`config.mk`:
```
export PLATFORM = sky130hd
export DESIGN_NAME = color_keyed_alpha_overlay
export DESIGN_NICKNAME = d
export VERILOG_FILES = /design/src/hw/rtl/ckao_pkg.sv /design/src/hw/rtl/color_keyed_alpha_overlay.sv
export VERILOG_INCLUDE_DIRS = /design/src /design/src/hw/rtl
export SDC_FILE = /design/constraint.sdc
export NUM_CORES = 1
export LEC_CHECK = 0
export BUFFER_PORTS_ARGS = -buffer_cell sky130_fd_sc_hd__buf_4
export CELL_PAD_IN_SITES_DETAIL_PLACEMENT = 1
export CELL_PAD_IN_SITES_GLOBAL_PLACEMENT = 1
export CORE_ASPECT_RATIO = 1.4
export CORE_MARGIN = 1.5
export CORE_UTILIZATION = 42
export CTS_CLUSTER_DIAMETER = 120
export DETAILED_ROUTE_END_ITERATION = 8
export PLACE_DENSITY_LB_ADDON = 0.1
export SLEW_MARGIN = 0
export SYNTH_ARGS = -nofsm -noshare
export SYNTH_HDL_FRONTEND = slang
export SYNTH_SLANG_ARGS = --single-unit
```
`constraint.sdc`:
```
create_clock -name i_clk -period 6.5 [get_ports i_clk]
set_input_delay 0 -clock i_clk [delete_from_list [all_inputs] [get_ports i_clk]]
set_output_delay 0 -clock i_clk [all_outputs]
set_load 0.02 [all_outputs]
```
`src/hw/rtl/color_keyed_alpha_overlay_macros.svh`:
```
// assertion macros for the colour-keyed overlay block
`ifndef COLOR_KEYED_ALPHA_OVERLAY_MACROS_SVH
`define COLOR_KEYED_ALPHA_OVERLAY_MACROS_SVH

// consequent in the cycle after the antecedent
`define CKAO_ASSERT_NEXT(lbl, ante, cons) \
    lbl: assert property (@(posedge i_clk) disable iff (!i_rst_n) (ante) |=> (cons)) \
        else $error("ckao check failed");

// consequent in the same cycle as the antecedent
`define CKAO_ASSERT_SAME(lbl, ante, cons) \
    lbl: assert property (@(posedge i_clk) disable iff (!i_rst_n) (ante) |-> (cons)) \
        else $error("ckao check failed");

`endif

```
`src/hw/rtl/ckao_pkg.sv`:
```
// shared types and constants for the colour-keyed overlay block
package ckao_pkg;

    localparam int PIX_W   = 8;
    localparam int SIZE_W  = 13;
    localparam int POS_W   = 14;
    localparam int ALPHA_W = 31;
    localparam int CNT_W   = 13;
    localparam int CFG_IDX_W = 3;
    localparam int CFG_DATA_W = 31;

    localparam int DEF_MAX_WIDTH  = 4096;
    localparam int DEF_MAX_HEIGHT = 4096;
    localparam int DEF_ALPHA_FRAC_BITS = 30;

    typedef enum logic [CFG_IDX_W-1:0] {
        CFG_BG_WIDTH   = 3'd0,
        CFG_OVL_WIDTH  = 3'd1,
        CFG_OVL_HEIGHT = 3'd2,
        CFG_POS_X      = 3'd3,
        CFG_POS_Y      = 3'd4,
        CFG_KEY_VALUE  = 3'd5,
        CFG_ALPHA_BG   = 3'd6,
        CFG_ALPHA_OVL  = 3'd7
    } t_cfg_reg;

endpackage

```
`src/hw/rtl/color_keyed_alpha_overlay.sv`:
```
// colour-keyed alpha overlay on one byte plane, one background byte per beat
//
// input stream: one beat per background byte in raster order, tdata holds the
// background byte and the co-located overlay byte, tlast marks the last byte
// of the frame and returns the column and row counters to zero.
// output stream: one beat per input beat, in order; tdata is the resulting
// byte, tuser flags a position inside the clipped overlay window.
// config channel: index 0..7 selects bg_width, ovl_width, ovl_height, pos_x,
// pos_y, key_value, alpha_bg, alpha_ovl; always ready; the user must write it
// only while the stream is idle, the block itself does not enforce this.
// an accepted beat passes the window test into the input register and the
// blend into the output register before it is presented on the output.
// throughput: one beat per clock while the receiver does not stall; the
// blend is two 8x31 multipliers working side by side in the second stage.
// a receiver stall holds the output register; the input side keeps taking
// beats until the input register is also full, then drops tready.
// reset clears the counters, the pipeline valids and all config registers.
module color_keyed_alpha_overlay #(
    parameter int MAX_WIDTH       = ckao_pkg::DEF_MAX_WIDTH,
    parameter int MAX_HEIGHT      = ckao_pkg::DEF_MAX_HEIGHT,
    parameter int ALPHA_FRAC_BITS = ckao_pkg::DEF_ALPHA_FRAC_BITS
) (
    input  logic                               i_clk,
    input  logic                               i_rst_n,
    input  logic                               i_s_axis_tvalid,
    output logic                               o_s_axis_tready,
    // [7:0] bg_pixel, [15:8] ovl_pixel
    input  logic [2*ckao_pkg::PIX_W-1:0]       i_s_axis_tdata,
    input  logic                               i_s_axis_tlast,
    output logic                               o_m_axis_tvalid,
    input  logic                               i_m_axis_tready,
    // [7:0] out_pixel
    output logic [ckao_pkg::PIX_W-1:0]         o_m_axis_tdata,
    // [0] in_window
    output logic                               o_m_axis_tuser,
    input  logic                               i_cfg_valid,
    output logic                               o_cfg_ready,
    input  logic [ckao_pkg::CFG_IDX_W-1:0]     i_cfg_index,
    input  logic [ckao_pkg::CFG_DATA_W-1:0]    i_cfg_data
);
    import ckao_pkg::*;

    localparam logic [31:0] MAX_W_EVEN = 32'(MAX_WIDTH) & ~32'd1;
    localparam logic [31:0] MAX_H_EVEN = 32'(MAX_HEIGHT) & ~32'd1;
    localparam int PROD_W = PIX_W + ALPHA_W;
    localparam int DIFF_W = POS_W + 2;

    // configuration
    logic [SIZE_W-1:0]  r_bg_width, r_ovl_width, r_ovl_height;
    logic [POS_W-1:0]   r_pos_x, r_pos_y;
    logic [PIX_W-1:0]   r_key;
    logic [ALPHA_W-1:0] r_alpha_bg, r_alpha_ovl;

    // raster position
    logic [CNT_W-1:0]   r_col, r_row;
    logic [CNT_W-1:0]   n_col, n_row;

    // input register
    logic               r_s1_valid;
    logic [PIX_W-1:0]   r_s1_bg, r_s1_ov;
    logic               r_s1_inside;

    // output register
    logic               r_out_valid;
    logic [PIX_W-1:0]   r_out_pixel;
    logic               r_out_inside;

    logic               acc, out_load;
    logic [SIZE_W-1:0]  bgw, ow, oh, bgw_raw, ow_raw, oh_raw;
    logic signed [DIFF_W-1:0] dx, dy;
    logic               win_hit;
    logic [CNT_W:0]     col_inc;
    logic [PROD_W-1:0]  prod_bg, prod_ov;
    logic [PROD_W:0]    blend_sum;
    logic [PIX_W-1:0]   n_out_pixel;
    t_cfg_reg           cfg_sel;

    assign o_cfg_ready = 1'b1;
    assign cfg_sel     = t_cfg_reg'(i_cfg_index);

    always_ff @(posedge i_clk) begin
        if (!i_rst_n) begin
            r_bg_width   <= '0;
            r_ovl_width  <= '0;
            r_ovl_height <= '0;
            r_pos_x      <= '0;
            r_pos_y      <= '0;
            r_key        <= '0;
            r_alpha_bg   <= '0;
            r_alpha_ovl  <= '0;
        end else if (i_cfg_valid) begin
            unique case (cfg_sel)
                CFG_BG_WIDTH:   r_bg_width   <= i_cfg_data[SIZE_W-1:0];
                CFG_OVL_WIDTH:  r_ovl_width  <= i_cfg_data[SIZE_W-1:0];
                CFG_OVL_HEIGHT: r_ovl_height <= i_cfg_data[SIZE_W-1:0];
                CFG_POS_X:      r_pos_x      <= i_cfg_data[POS_W-1:0];
                CFG_POS_Y:      r_pos_y      <= i_cfg_data[POS_W-1:0];
                CFG_KEY_VALUE:  r_key        <= i_cfg_data[PIX_W-1:0];
                CFG_ALPHA_BG:   r_alpha_bg   <= i_cfg_data[ALPHA_W-1:0];
                CFG_ALPHA_OVL:  r_alpha_ovl  <= i_cfg_data[ALPHA_W-1:0];
                default: ;
            endcase
        end
    end

    // effective sizes: even, capped at the maximum
    always_comb begin
        bgw_raw = r_bg_width & ~SIZE_W'(1);
        ow_raw  = r_ovl_width & ~SIZE_W'(1);
        oh_raw  = r_ovl_height & ~SIZE_W'(1);
        bgw = (32'(bgw_raw) > MAX_W_EVEN) ? MAX_W_EVEN[SIZE_W-1:0] : bgw_raw;
        ow  = (32'(ow_raw)  > MAX_W_EVEN) ? MAX_W_EVEN[SIZE_W-1:0] : ow_raw;
        oh  = (32'(oh_raw)  > MAX_H_EVEN) ? MAX_H_EVEN[SIZE_W-1:0] : oh_raw;
    end

    // window test on the current position
    always_comb begin
        dx = $signed(DIFF_W'(r_col)) - DIFF_W'(signed'(r_pos_x));
        dy = $signed(DIFF_W'(r_row)) - DIFF_W'(signed'(r_pos_y));
        win_hit = (r_col < bgw) && (dx >= 0) && (dx < $signed(DIFF_W'(ow)))
               && (dy >= 0) && (dy < $signed(DIFF_W'(oh)));
    end

    // handshake
    assign out_load        = r_s1_valid && (!r_out_valid || i_m_axis_tready);
    assign o_s_axis_tready = !r_s1_valid || out_load;
    assign acc             = i_s_axis_tvalid && o_s_axis_tready;

    // counter advance
    always_comb begin
        col_inc = {1'b0, r_col} + (CNT_W+1)'(1);
        n_col   = r_col;
        n_row   = r_row;
        if (i_s_axis_tlast) begin
            n_col = '0;
            n_row = '0;
        end else if (col_inc >= {1'b0, bgw}) begin
            n_col = '0;
            n_row = r_row + CNT_W'(1);
        end else begin
            n_col = col_inc[CNT_W-1:0];
        end
    end

    always_ff @(posedge i_clk) begin
        if (!i_rst_n) begin
            r_col      <= '0;
            r_row      <= '0;
            r_s1_valid <= 1'b0;
        end else begin
            if (acc) begin
                r_col <= n_col;
                r_row <= n_row;
            end
            if (acc) begin
                r_s1_valid <= 1'b1;
            end else if (out_load) begin
                r_s1_valid <= 1'b0;
            end
        end
    end

    always_ff @(posedge i_clk) begin
        if (acc) begin
            r_s1_bg     <= i_s_axis_tdata[PIX_W-1:0];
            r_s1_ov     <= i_s_axis_tdata[2*PIX_W-1:PIX_W];
            r_s1_inside <= win_hit;
        end
    end

    // blend stage
    always_comb begin
        prod_bg   = PROD_W'(r_s1_bg) * PROD_W'(r_alpha_bg);
        prod_ov   = PROD_W'(r_s1_ov) * PROD_W'(r_alpha_ovl);
        blend_sum = (PROD_W+1)'(prod_bg >> ALPHA_FRAC_BITS)
                  + (PROD_W+1)'(prod_ov >> ALPHA_FRAC_BITS);
        n_out_pixel = r_s1_bg;
        if (r_s1_inside && (r_s1_ov != r_key)) begin
            if (r_alpha_bg == '0) begin
                n_out_pixel = r_s1_ov;
            end else if (r_alpha_ovl != '0) begin
                n_out_pixel = (blend_sum > (PROD_W+1)'(255)) ? PIX_W'(255)
                                                             : blend_sum[PIX_W-1:0];
            end
        end
    end

    always_ff @(posedge i_clk) begin
        if (!i_rst_n) begin
            r_out_valid <= 1'b0;
        end else if (out_load) begin
            r_out_valid <= 1'b1;
        end else if (i_m_axis_tready) begin
            r_out_valid <= 1'b0;
        end
    end

    always_ff @(posedge i_clk) begin
        if (out_load) begin
            r_out_pixel  <= n_out_pixel;
            r_out_inside <= r_s1_inside;
        end
    end

    assign o_m_axis_tvalid = r_out_valid;
    assign o_m_axis_tdata  = r_out_pixel;
    assign o_m_axis_tuser  = r_out_inside;

`include "color_keyed_alpha_overlay_macros.svh"

    `CKAO_ASSERT_NEXT(a_last_clears, acc && i_s_axis_tlast, (r_col == '0) && (r_row == '0))
    `CKAO_ASSERT_NEXT(a_zero_width_outside, acc && (bgw == '0), !r_s1_inside)
    `CKAO_ASSERT_NEXT(a_outside_passes, out_load && !r_s1_inside,
                      o_m_axis_tdata == $past(r_s1_bg))
    `CKAO_ASSERT_NEXT(a_key_passes, out_load && (r_s1_ov == r_key),
                      o_m_axis_tdata == $past(r_s1_bg))
    `CKAO_ASSERT_SAME(a_flag_vs_valid, r_s1_valid && !o_s_axis_tready, r_out_valid)

endmodule
```
==> run metrics, run 1 <==
die width 205.6 um; global-route wire length before repair 123700 um; CTS tree done; met3 Track Usage GR 2.192%; R2R Setup Slk -0.45 ns; register area share after synthesis 16.68%; clock-pin slew on the worst setup and hold paths 0.08 ns; Worst Setup EP o_m_axis_tdata[5]; antenna cells 0; crit path launch type flip-flop; post-synthesis mux area share 0.04668%; slowest stage delay, CP 0.56 ns; met1 Track Usage GR 31.93%; Filler cells 6618; final wirelength 76670 um; RSZ-0062 raised after global routing yes; launch point of the worst path r_s1_bg[5]; via density per instance 5.278; core area 0.05658 mm^2; initial antenna violation count 1; Hold WS 0.09502 ns; Initial Util 42.64%; setup TNS -3.542 ns; Final setup viols 8; Detail Placement HPWL 60830 um; layout cell share with drive strength beyond 1 17.26%; post-synthesis compound-gate area fraction 11.30%; number of synthesized register bits 188; placement row count 103; maxcap violations 0; Worst Max-Slew Pin Slew 1.149 ns; largest net degree at the start of global routing 87; Post-synth EDFFs 26; Power Dens Cells 111.7 mW/mm^2; Slew headroom 23.09%; Die Y-Extent 286.6 um; family with the most delay on the worst path adder cells; post-synthesis async set-or-reset flop share 0%; ys flop type dfxtp_1; GP Congestion 0.9028; main combinational cell family by area after synthesis adder cells; post-synthesis cell count 2769; cell mode on critical path fa_1; fin nets 3657; r2r startpoint r_s1_bg[5]; port buffer count 66; RR Endpoint o_m_axis_tdata[5]; critical path peak fanout 8; CP Capture Type flip-flop; Final min period 6.948 ns; synth unique cells 69; Max Fclk 0.1439 GHz; Iteration-0 DRC Markers 675; final cycle utilization of the critical path 106.9%; WL/cell 20.14 um; Worst Hold Depth 5; Longest Clk Path Bufs 2; GR Overflow Total 0; CTS buffer count 17; number of clock sinks 188; Slew Limit Fails 0; Post-Place Setup Slack -1.421 ns; Synth Cell Area 0.02412 mm^2; Max VDD drop 0.1994 mV; met2 usage 51.23%; Tot Pwr 3.286 mW; number of top-level pins 68; CP max stage cell fa_1; via count 20090; Req. time, crit path 6.72 ns; status complete, but fails checks; Synth Net Count 3368; CP Class flip-flop to flip-flop; Synth Area in XOR/XNOR 2.614%; design area 0.02942 mm^2; P&R area growth vs syn 21.95%; CP Buf/Inv Count 5; most used routing layer met2; number of synthesis warnings 0; HP Class input pin to flip-flop; failing checks negative setup slack; simple-gate share of the synthesized area 22.60%; worst setup margin -0.4477 ns; Levels on crit path 29; GR Util All Layers 27.04%; root buffer cell clkbuf_16; reg2reg path depth 29; syn_area_per_cell 8.712 um^2; Final ANT Viol Nets 0; Placement Cell Area 0.02700 mm^2; die area 0.05891 mm^2; adder-cell area share of the yosys netlist 39.02%; Clock Latency Late Sink 0.48 ns; first drt pass iteration count 5; H-tree depth 4; placed cells 3680; Clock Skew 0.01765 ns; endpoints failing hold 0; Data arrival, critical path 7.17 ns; fin cells 3806; Leakage Power 13.87 nW; DR DRC count 0; final core occ 52.00%; vias in the first global route 23000
layout by cell type (no fill, tap or decap), drive strengths merged, types with 36 or more instances in the layout:
cell	count
inv	355
and2	375
dfxtp	162
a21boi	151
fa	349
dlygate4sd3	51
ha	194
xnor2	42
nor2	61
nand3	36
buf	356
o21ai	43
a21oi	78
nand2	481
power breakdown:
| part | total (mW) | switching [mW] | internal [mW] |
|---|---|---|---|
| combinational | 0.869 | 0.481 | 0.388 |
| clock | 1.18 | 0.553 | 0.623 |
| sequential | 1.24 | 0.0303 | 1.21 |
| total | 3.29 | 1.06 | 2.22 |
cell usage after synthesis (all sizes together), types with 6 or more instances:
library cell  instances  share of area, %
nand2               481               7.5
and2                375               9.7
fa                  349                29
inv                 349               5.4
ha                  194                10
dfxtp               162                13
a21boi              151               4.7
clkbuf              116               1.8
a21oi                78               1.6
nor2                 61              0.95
o21ai                43              0.89
xnor2                42               1.5
nand3                36              0.75
xor2                 30               1.1
edfxtp               26               3.2
nor4                 26              0.67
nand4                24              0.62
buf                  22              0.48
a21o                 20              0.62
nand2b               17              0.47
nor2b                17              0.44
nor3                 17              0.35
o21a                 14              0.44
and3                 12              0.31
o211ai               12              0.37
a211oi               11              0.36
o221a                 9              0.42
o21bai                6              0.23
o22ai                 6              0.16
how the worst min path moves through the flow:
stage                             startpoint        endpoint  slack (ns)
after detailed placement  i_s_axis_tdata[11]      r_s1_ov[3]        0.18
after floorplan            i_s_axis_tdata[0]      r_s1_bg[0]         0.1
after global routing          i_cfg_index[1]   r_bg_width[9]        0.13
after CTS                     i_cfg_index[1]  r_bg_width[12]        0.07
final                         i_cfg_index[1]  r_bg_width[12]         0.1
after global placement    i_s_axis_tdata[11]      r_s1_ov[3]        0.18
cells by family after synthesis:
group                      Yosys count
xor gates and xnor gates            72
AOI/OAI and AO/OA                  386
buffers and inverters              487
other                                1
adders and majority gates          543
DFF                                188
and+or+nand+nor                   1091
muxes                                1
worst register-to-register path: cells and delay by family (launching register included):
family / cells / cell delay, ns
compound gates: 11 / 2.02
buf+inv: 5 / 0.57
xor+xnor: 1 / 0.16
fa+ha+maj: 7 / 2.78
simple gates: 5 / 0.68
flops: 1 / 0.47
layout make-up:
class / instances / area (um^2) / share of cell area, %
clock buffers: 18 / 429.2 / 1.459
clock inverters: 14 / 200.2 / 0.6805
inverters: 349 / 1310 / 4.453
multi-input cells: 2094 / 19040 / 64.72
flip-flops and latches: 188 / 4024 / 13.68
well taps: 735 / 919.6 / 3.126
repair buffers: 408 / 3496 / 11.88
sequential cells by signal, summed over array words and instances, names as in the netlist, 12 cells and up:
register / flops
r_alpha_bg: 31
r_alpha_ovl: 31
r_pos_x: 14
r_pos_y: 14
r_col: 13
r_row: 13
r_bg_width: 12
r_ovl_height: 12
r_ovl_width: 12
metal layers:
| layer | routed length, um | vias up |
|---|---|---|
| met5 | 10 | - |
| met3 | 1797 | 131 |
| met4 | 2287 | 2 |
| li1 | - | 9362 |
| met1 | 31210 | 10280 |
| met2 | 41360 | 312 |
repair_timing:
item | CTS | global route
hold buffers | 51 | 0
endpoints found under the setup margin | 8 | 8
gates cloned | 2 | 1
pin swaps | 61 | 69
setup buffers | 24 | 17
gates resized for setup | 108 | 72
endpoints found under the hold margin | 153 | 0
No activity file was read; power rests on OpenSTA's default activity.
==> run 2, diff against run 1 <==
--- a/config.mk
+++ b/config.mk
@@ -6,6 +6,7 @@
 export SDC_FILE = /design/constraint.sdc
 export NUM_CORES = 1
 export LEC_CHECK = 0
+export ABC_AREA = 1
 export BUFFER_PORTS_ARGS = -buffer_cell sky130_fd_sc_hd__buf_4
 export CELL_PAD_IN_SITES_DETAIL_PLACEMENT = 1
 export CELL_PAD_IN_SITES_GLOBAL_PLACEMENT = 1
@@ -14,7 +15,7 @@
 export CORE_UTILIZATION = 42
 export CTS_CLUSTER_DIAMETER = 120
 export DETAILED_ROUTE_END_ITERATION = 8
-export PLACE_DENSITY_LB_ADDON = 0.1
+export PLACE_DENSITY_LB_ADDON = 0.25
 export SLEW_MARGIN = 0
 export SYNTH_ARGS = -nofsm -noshare
 export SYNTH_HDL_FRONTEND = slang
==> run 2 against run 1 <==
The flow now finishes without violations. Maximum frequency up 11%. Combinational power rose by 48%. Largest cell class unchanged. First-iteration DRC count rose by 45%. Global-route usage down 0.29 points. Die area rose by 9.5%. Highest routed layer is now met4.
==> run metrics, run 2 <==
GR Overflow Total 0; final wirelength 86340 um; NetSw 1.437 mW; Initial Util 42.54%; Comb pwr share 34.5%; leading area contributor after synthesis fa_1; Tot Pwr 3.736 mW; post-synthesis async set-or-reset flop share 0%; Final ANT Viol Nets 0; design area 0.03013 mm^2; Synth Cell Area 0.02644 mm^2; Detail Placement HPWL 65790 um; crit path launch type flip-flop; P&R area growth vs syn 13.94%; P_int 2.299 mW; initial antenna violation count 0; Clock Latency Late Sink 0.51 ns; H-tree depth 4; Synth Net Count 4365; Slew Limit Fails 0; first drt pass iteration count 5; DR DRC count 0; global-route wire length before repair 136000 um; clock-pin slew on the worst setup and hold paths 0.09 ns; WL/cell 18.52 um; maxcap violations 0; Final min period 6.247 ns; CTS tree done; RSZ-0062 raised after global routing yes; syn_area_per_cell 7.021 um^2; post-synthesis cell count 3766; GR Util All Layers 26.74%; Worst Max-Slew Pin Slew 0.9973 ns; Final setup viols 0; endpoints failing hold 0; port buffer count 66; Data arrival, critical path 6.51 ns; largest net degree at the start of global routing 96; number of synthesized register bits 188; via count 23930; antenna cells 0; Clock Skew 0.01767 ns; CP Class flip-flop to flip-flop; CP max stage cell fa_1; post-synth top area share 26.42%; Seq pwr share 34.4%; number of clock sinks 188; Area contributors post-synth fa_1 (26%), nand2_1 (13%), dfxtp_1 (12%); fin nets 4423; number of synthesis warnings 0; CP Capture Type flip-flop; final cycle utilization of the critical path 96.11%; Placement Cell Area 0.02785 mm^2; register area share after synthesis 15.22%; Max VDD drop 0.1439 mV; count leader, synth nand2_1; biggest regs r_alpha_bg: 31 flops, r_alpha_ovl: 31 flops; status complete, no violations; CTS buffer count 17; HP Class input pin to flip-flop; die area 0.06449 mm^2; Max Fclk 0.1601 GHz; vias in the first global route 26200; core area 0.06216 mm^2; setup TNS 0 ns; Clock power frac 31.1%; die width 215.1 um; commonest non-fill, non-tap cell in the layout nand2_1; slowest stage delay, CP 0.62 ns; Longest Clk Path Bufs 2; GP Congestion 0.9087; layout cell share with drive strength beyond 1 9.044%; number of top-level pins 68; cell mode on critical path nand2_1; critical path peak fanout 8; placement row count 108; Iteration-0 DRC Markers 982; Req. time, crit path 6.76 ns; Sw Share 38.46%; via density per instance 5.133; Power Dens Cells 124.0 mW/mm^2; root buffer cell clkbuf_16; commonest non-fill, non-tap cells in the layout nand2_1 (892), inv_1 (842), nor2_1 (380); Die Y-Extent 299.9 um; Synth top cells by count nand2_1 (905), inv_1 (843), nor2_1 (395); ys flop type dfxtp_1; Post-synth EDFFs 26; Leakage Power 17.27 nW; synth unique cells 61; Slew headroom 33.28%
==> run 2: per-stage QoR <==
stage          util, %  setup slack, ns  hold WS, ns  instances
2_1_floorplan        -           0.4538      0.09887       3766
3_3_place_gp     44.80           0.1324       0.1785       4548
3_5_place_dp     44.80         0.009899       0.1793       4548
4_1_cts          46.66          0.03758      0.06167       4633
5_1_grt          48.47          -0.1169       0.1569       4662
6_report         48.47           0.2529      0.09063       4662
==> run 2: power groups by stage <==
stage               combinational, mW  clock, mW  sequential [mW]
floorplan                       0.803          0             1.27
global placement                 1.12          0             1.31
detailed placement               1.15          0             1.31
CTS                              1.19       1.20             1.28
global route                     1.45       1.23             1.29
finish                           1.29       1.16             1.29
==> run 2: worst paths after layout <==
| check | slack, ns | from | depth (start not counted) | end |
|---|---|---|---|---|
| max | 0.25 | r_s1_bg[5] | 33 | o_m_axis_tdata[0] |
| min | 0.09 | i_cfg_index[2] | 6 | r_pos_x[0] |
| max reg2reg | 0.25 | r_s1_bg[5] | 33 | o_m_axis_tdata[0] |
| min reg2reg | 0.46 | r_pos_x[5] | 2 | r_pos_x[5] |
==> run 2: kinds of logic after synthesis <==
| group | synth area share, % |
|---|---|
| AOI/OAI and AO/OA | 9.138 |
| DFF | 15.22 |
| other | 0.01418 |
| adders and majority gates | 35.60 |
| buffers and inverters | 15.27 |
| xor gates and xnor gates | 2.286 |
| and+or+nand+nor | 22.47 |
==> run 2: cell type report <==
type / instances / area (um^2)
Inverter: 867 / 3262
Tap cell: 825 / 1032
Sequential cell: 188 / 4030
Multi-Input combinational cell: 2533 / 19150
Timing Repair Buffer: 217 / 2033
Clock buffer: 19 / 454.2
Clock inverter: 13 / 168.9
Fill cell: 7983 / 32030
==> run 2: what timing repair did <==
| action | in CTS | in global routing |
|---|---|---|
| endpoints found under the setup margin | 8 | 8 |
| hold endpoints to repair | 165 | 0 |
| setup buffers | 0 | 24 |
| gates resized for setup | 1 | 144 |
| gates cloned | 0 | 5 |
| pin swaps | 0 | 56 |
| hold buffers | 53 | 0 |
==> run 2: routing by layer <==
metal  wire, um  share of wire (%)  vias up  GRT usage, %
met5          0                  0        -             0
met4       3058                3.5        0         8.991
met3       1868                2.2      157         2.539
met2      47760                 55      344         52.81
met1      33650                 39    12050         29.57
li1           -                  -    11380             -
==> run 2: critical path: cells and delay by family, from the launching register on <==
| family | cells | cell delay [ns] |
|---|---|---|
| and+or+nand+nor | 13 | 1.11 |
| adders and majority gates | 7 | 2.95 |
| buffers and inverters | 8 | 0.77 |
| xor gates and xnor gates | 2 | 0.32 |
| DFF | 1 | 0.47 |
| AOI/OAI and AO/OA | 3 | 0.36 |
==> run 3, diff against run 2 <==
--- a/config.mk
+++ b/config.mk
@@ -15,6 +15,9 @@
 export CORE_UTILIZATION = 42
 export CTS_CLUSTER_DIAMETER = 120
 export DETAILED_ROUTE_END_ITERATION = 8
+export GPL_ROUTABILITY_DRIVEN = 0
+export HOLD_SLACK_MARGIN = 0.1
+export MAX_ROUTING_LAYER = met4
 export PLACE_DENSITY_LB_ADDON = 0.25
 export SLEW_MARGIN = 0
 export SYNTH_ARGS = -nofsm -noshare
==> run 3 against run 2 <==
First-iteration DRC count is 3.7% lower. Total power hardly changed. Non-clock buffer count is 4 lower. Register-to-register slack worse by 0.11 ns. Cell area is 0.71% lower. Global-route usage is 0.72 points higher. Critical path depth stayed put. Clock power hardly changed. Maximum frequency is 1.7% lower. Critical path type unchanged. Critical endpoint is now o_m_axis_tdata[2]. Largest cell class unchanged.
==> run metrics, run 3 (synthesis gave the netlist of run 2 again) <==
status complete, no violations; Tot Pwr 3.738 mW; Final min period 6.357 ns; layout cell share with drive strength beyond 1 8.453%; port buffer count 66; Final ANT Viol Nets 0; vias in the first global route 26330; crit path launch type flip-flop; biggest regs r_alpha_bg: 31 flops, r_alpha_ovl: 31 flops; number of clock sinks 188; global-route wire length before repair 135800 um; final cycle utilization of the critical path 97.81%; RR Endpoint o_m_axis_tdata[2]; die area 0.06449 mm^2; Hold WS 0.1390 ns; commonest non-fill, non-tap cells in the layout nand2_1 (891), inv_1 (834), nor2_1 (388); launch point of the worst path r_s1_ov[2]; final core occ 48.12%; initial antenna violation count 0; Die Y-Extent 299.9 um; DR DRC count 0; maxcap violations 0; endpoints failing hold 0; Clock Latency Late Sink 0.51 ns; core area 0.06216 mm^2; final wirelength 86450 um; GR Overflow Total 0; placement row count 108; Iteration-0 DRC Markers 946; Slew Limit Fails 0; via density per instance 5.119; WL/cell 18.56 um; reg2reg path depth 33; Initial Util 42.54%; critical path peak fanout 8; Worst Setup EP o_m_axis_tdata[2]; Detail Placement HPWL 65550 um; Longest Clk Path Bufs 2; Max VDD drop 0.1264 mV; RSZ-0062 raised after global routing yes; antenna cells 0; CP Capture Type flip-flop; Max Fclk 0.1573 GHz; root buffer cell clkbuf_16; cell mode on critical path nand2_1; slowest stage delay, CP 0.55 ns; die width 215.1 um; Req. time, crit path 6.78 ns; CP Buf/Inv Count 7; Final setup viols 0; via count 23850; number of top-level pins 68; Leakage Power 17.32 nW; Placement Cell Area 0.02788 mm^2; r2r startpoint r_s1_ov[2]; family with the most delay on the worst path adder cells; clock-pin slew on the worst setup and hold paths 0.09 ns; first drt pass iteration count 5; Levels on crit path 33; CP Class flip-flop to flip-flop; R2R Setup Slk 0.14 ns; fin nets 4419; CP max stage cell fa_1; Power Dens Cells 125.0 mW/mm^2; Worst Max-Slew Pin Slew 0.9424 ns; HP Class input pin to flip-flop; P&R area growth vs syn 13.14%; setup TNS 0 ns; Slew headroom 36.96%; GR Util All Layers 27.46%; CTS buffer count 17; largest net degree at the start of global routing 70; design area 0.02991 mm^2; Clock Skew 0.01623 ns; H-tree depth 4; CTS tree done; commonest non-fill, non-tap cell in the layout nand2_1; Data arrival, critical path 6.63 ns
==> run 3: cell count changes in the layout (fill, tap and decap cells not counted), sizes merged <==
cell / previous run / this run
buf: 160 / 155
dlygate4sd3: 53 / 52
inv: 867 / 870
clkinv: 11 / 10
==> run 3: report_power, final <==
part	switching [mW]	internal (mW)
Combinational	0.773	0.487
Sequential	0.0643	1.22
Clock	0.625	0.567
==> run 3: worst min-delay path, delay by kind of cell <==
kind | cells | cell delay, ns
AND/OR/NAND/NOR | 3 | 0.20
AO/OA/AOI/OAI | 1 | 0.18
buffers and inverters | 2 | 0.22
==> run 3: worst min-delay path by stage <==
stage | startpoint | end | cells after the start
2_1_floorplan | i_s_axis_tdata[0] | r_s1_bg[0] | 0
3_5_place_dp | i_s_axis_tdata[3] | r_s1_bg[3] | 1
4_1_cts | i_cfg_index[2] | r_pos_x[0] | 6
3_3_place_gp | i_s_axis_tdata[1] | r_s1_bg[1] | 1
6_report | i_cfg_index[2] | r_pos_x[0] | 6
5_1_grt | i_s_axis_tdata[3] | r_s1_bg[3] | 2
==> run 3: layout make-up <==
cell class              count  area [um^2]
multi-input cells        2533        18880
well taps                 825         1032
clock inverters            15        211.5
clock buffers              17        425.4
flip-flops and latches    188         4028
repair buffers            213         2074
inverters                 867         3262
fillers                  7957        32250
==> run 3: what timing repair did <==
action | in CTS | in global routing
hold endpoints to repair | 177 | 0
hold buffers | 52 | 0
endpoints found under the setup margin | 8 | 8
gates cloned | 0 | 6
gates resized for setup | 1 | 114
buffers inserted | 4 | 17
pin swaps | 0 | 36
==> run 3: metal layers <==
metal	up-vias	track usage (%)	wire length, um
met5	-	-	0
met2	359	52.55	47220
met1	11920	29.14	33880
met4	0	9.873	3507
li1	11370	-	-
met3	195	2.590	1848
==> run 3: per-stage QoR <==
stage               std cells  setup slack (ns)
finish                   4658            0.1426
global route             4658           -0.1908
CTS                      4635           0.01613
detailed placement       4547          -0.07376
global placement         4547          -0.02223
floorplan                3766            0.4538
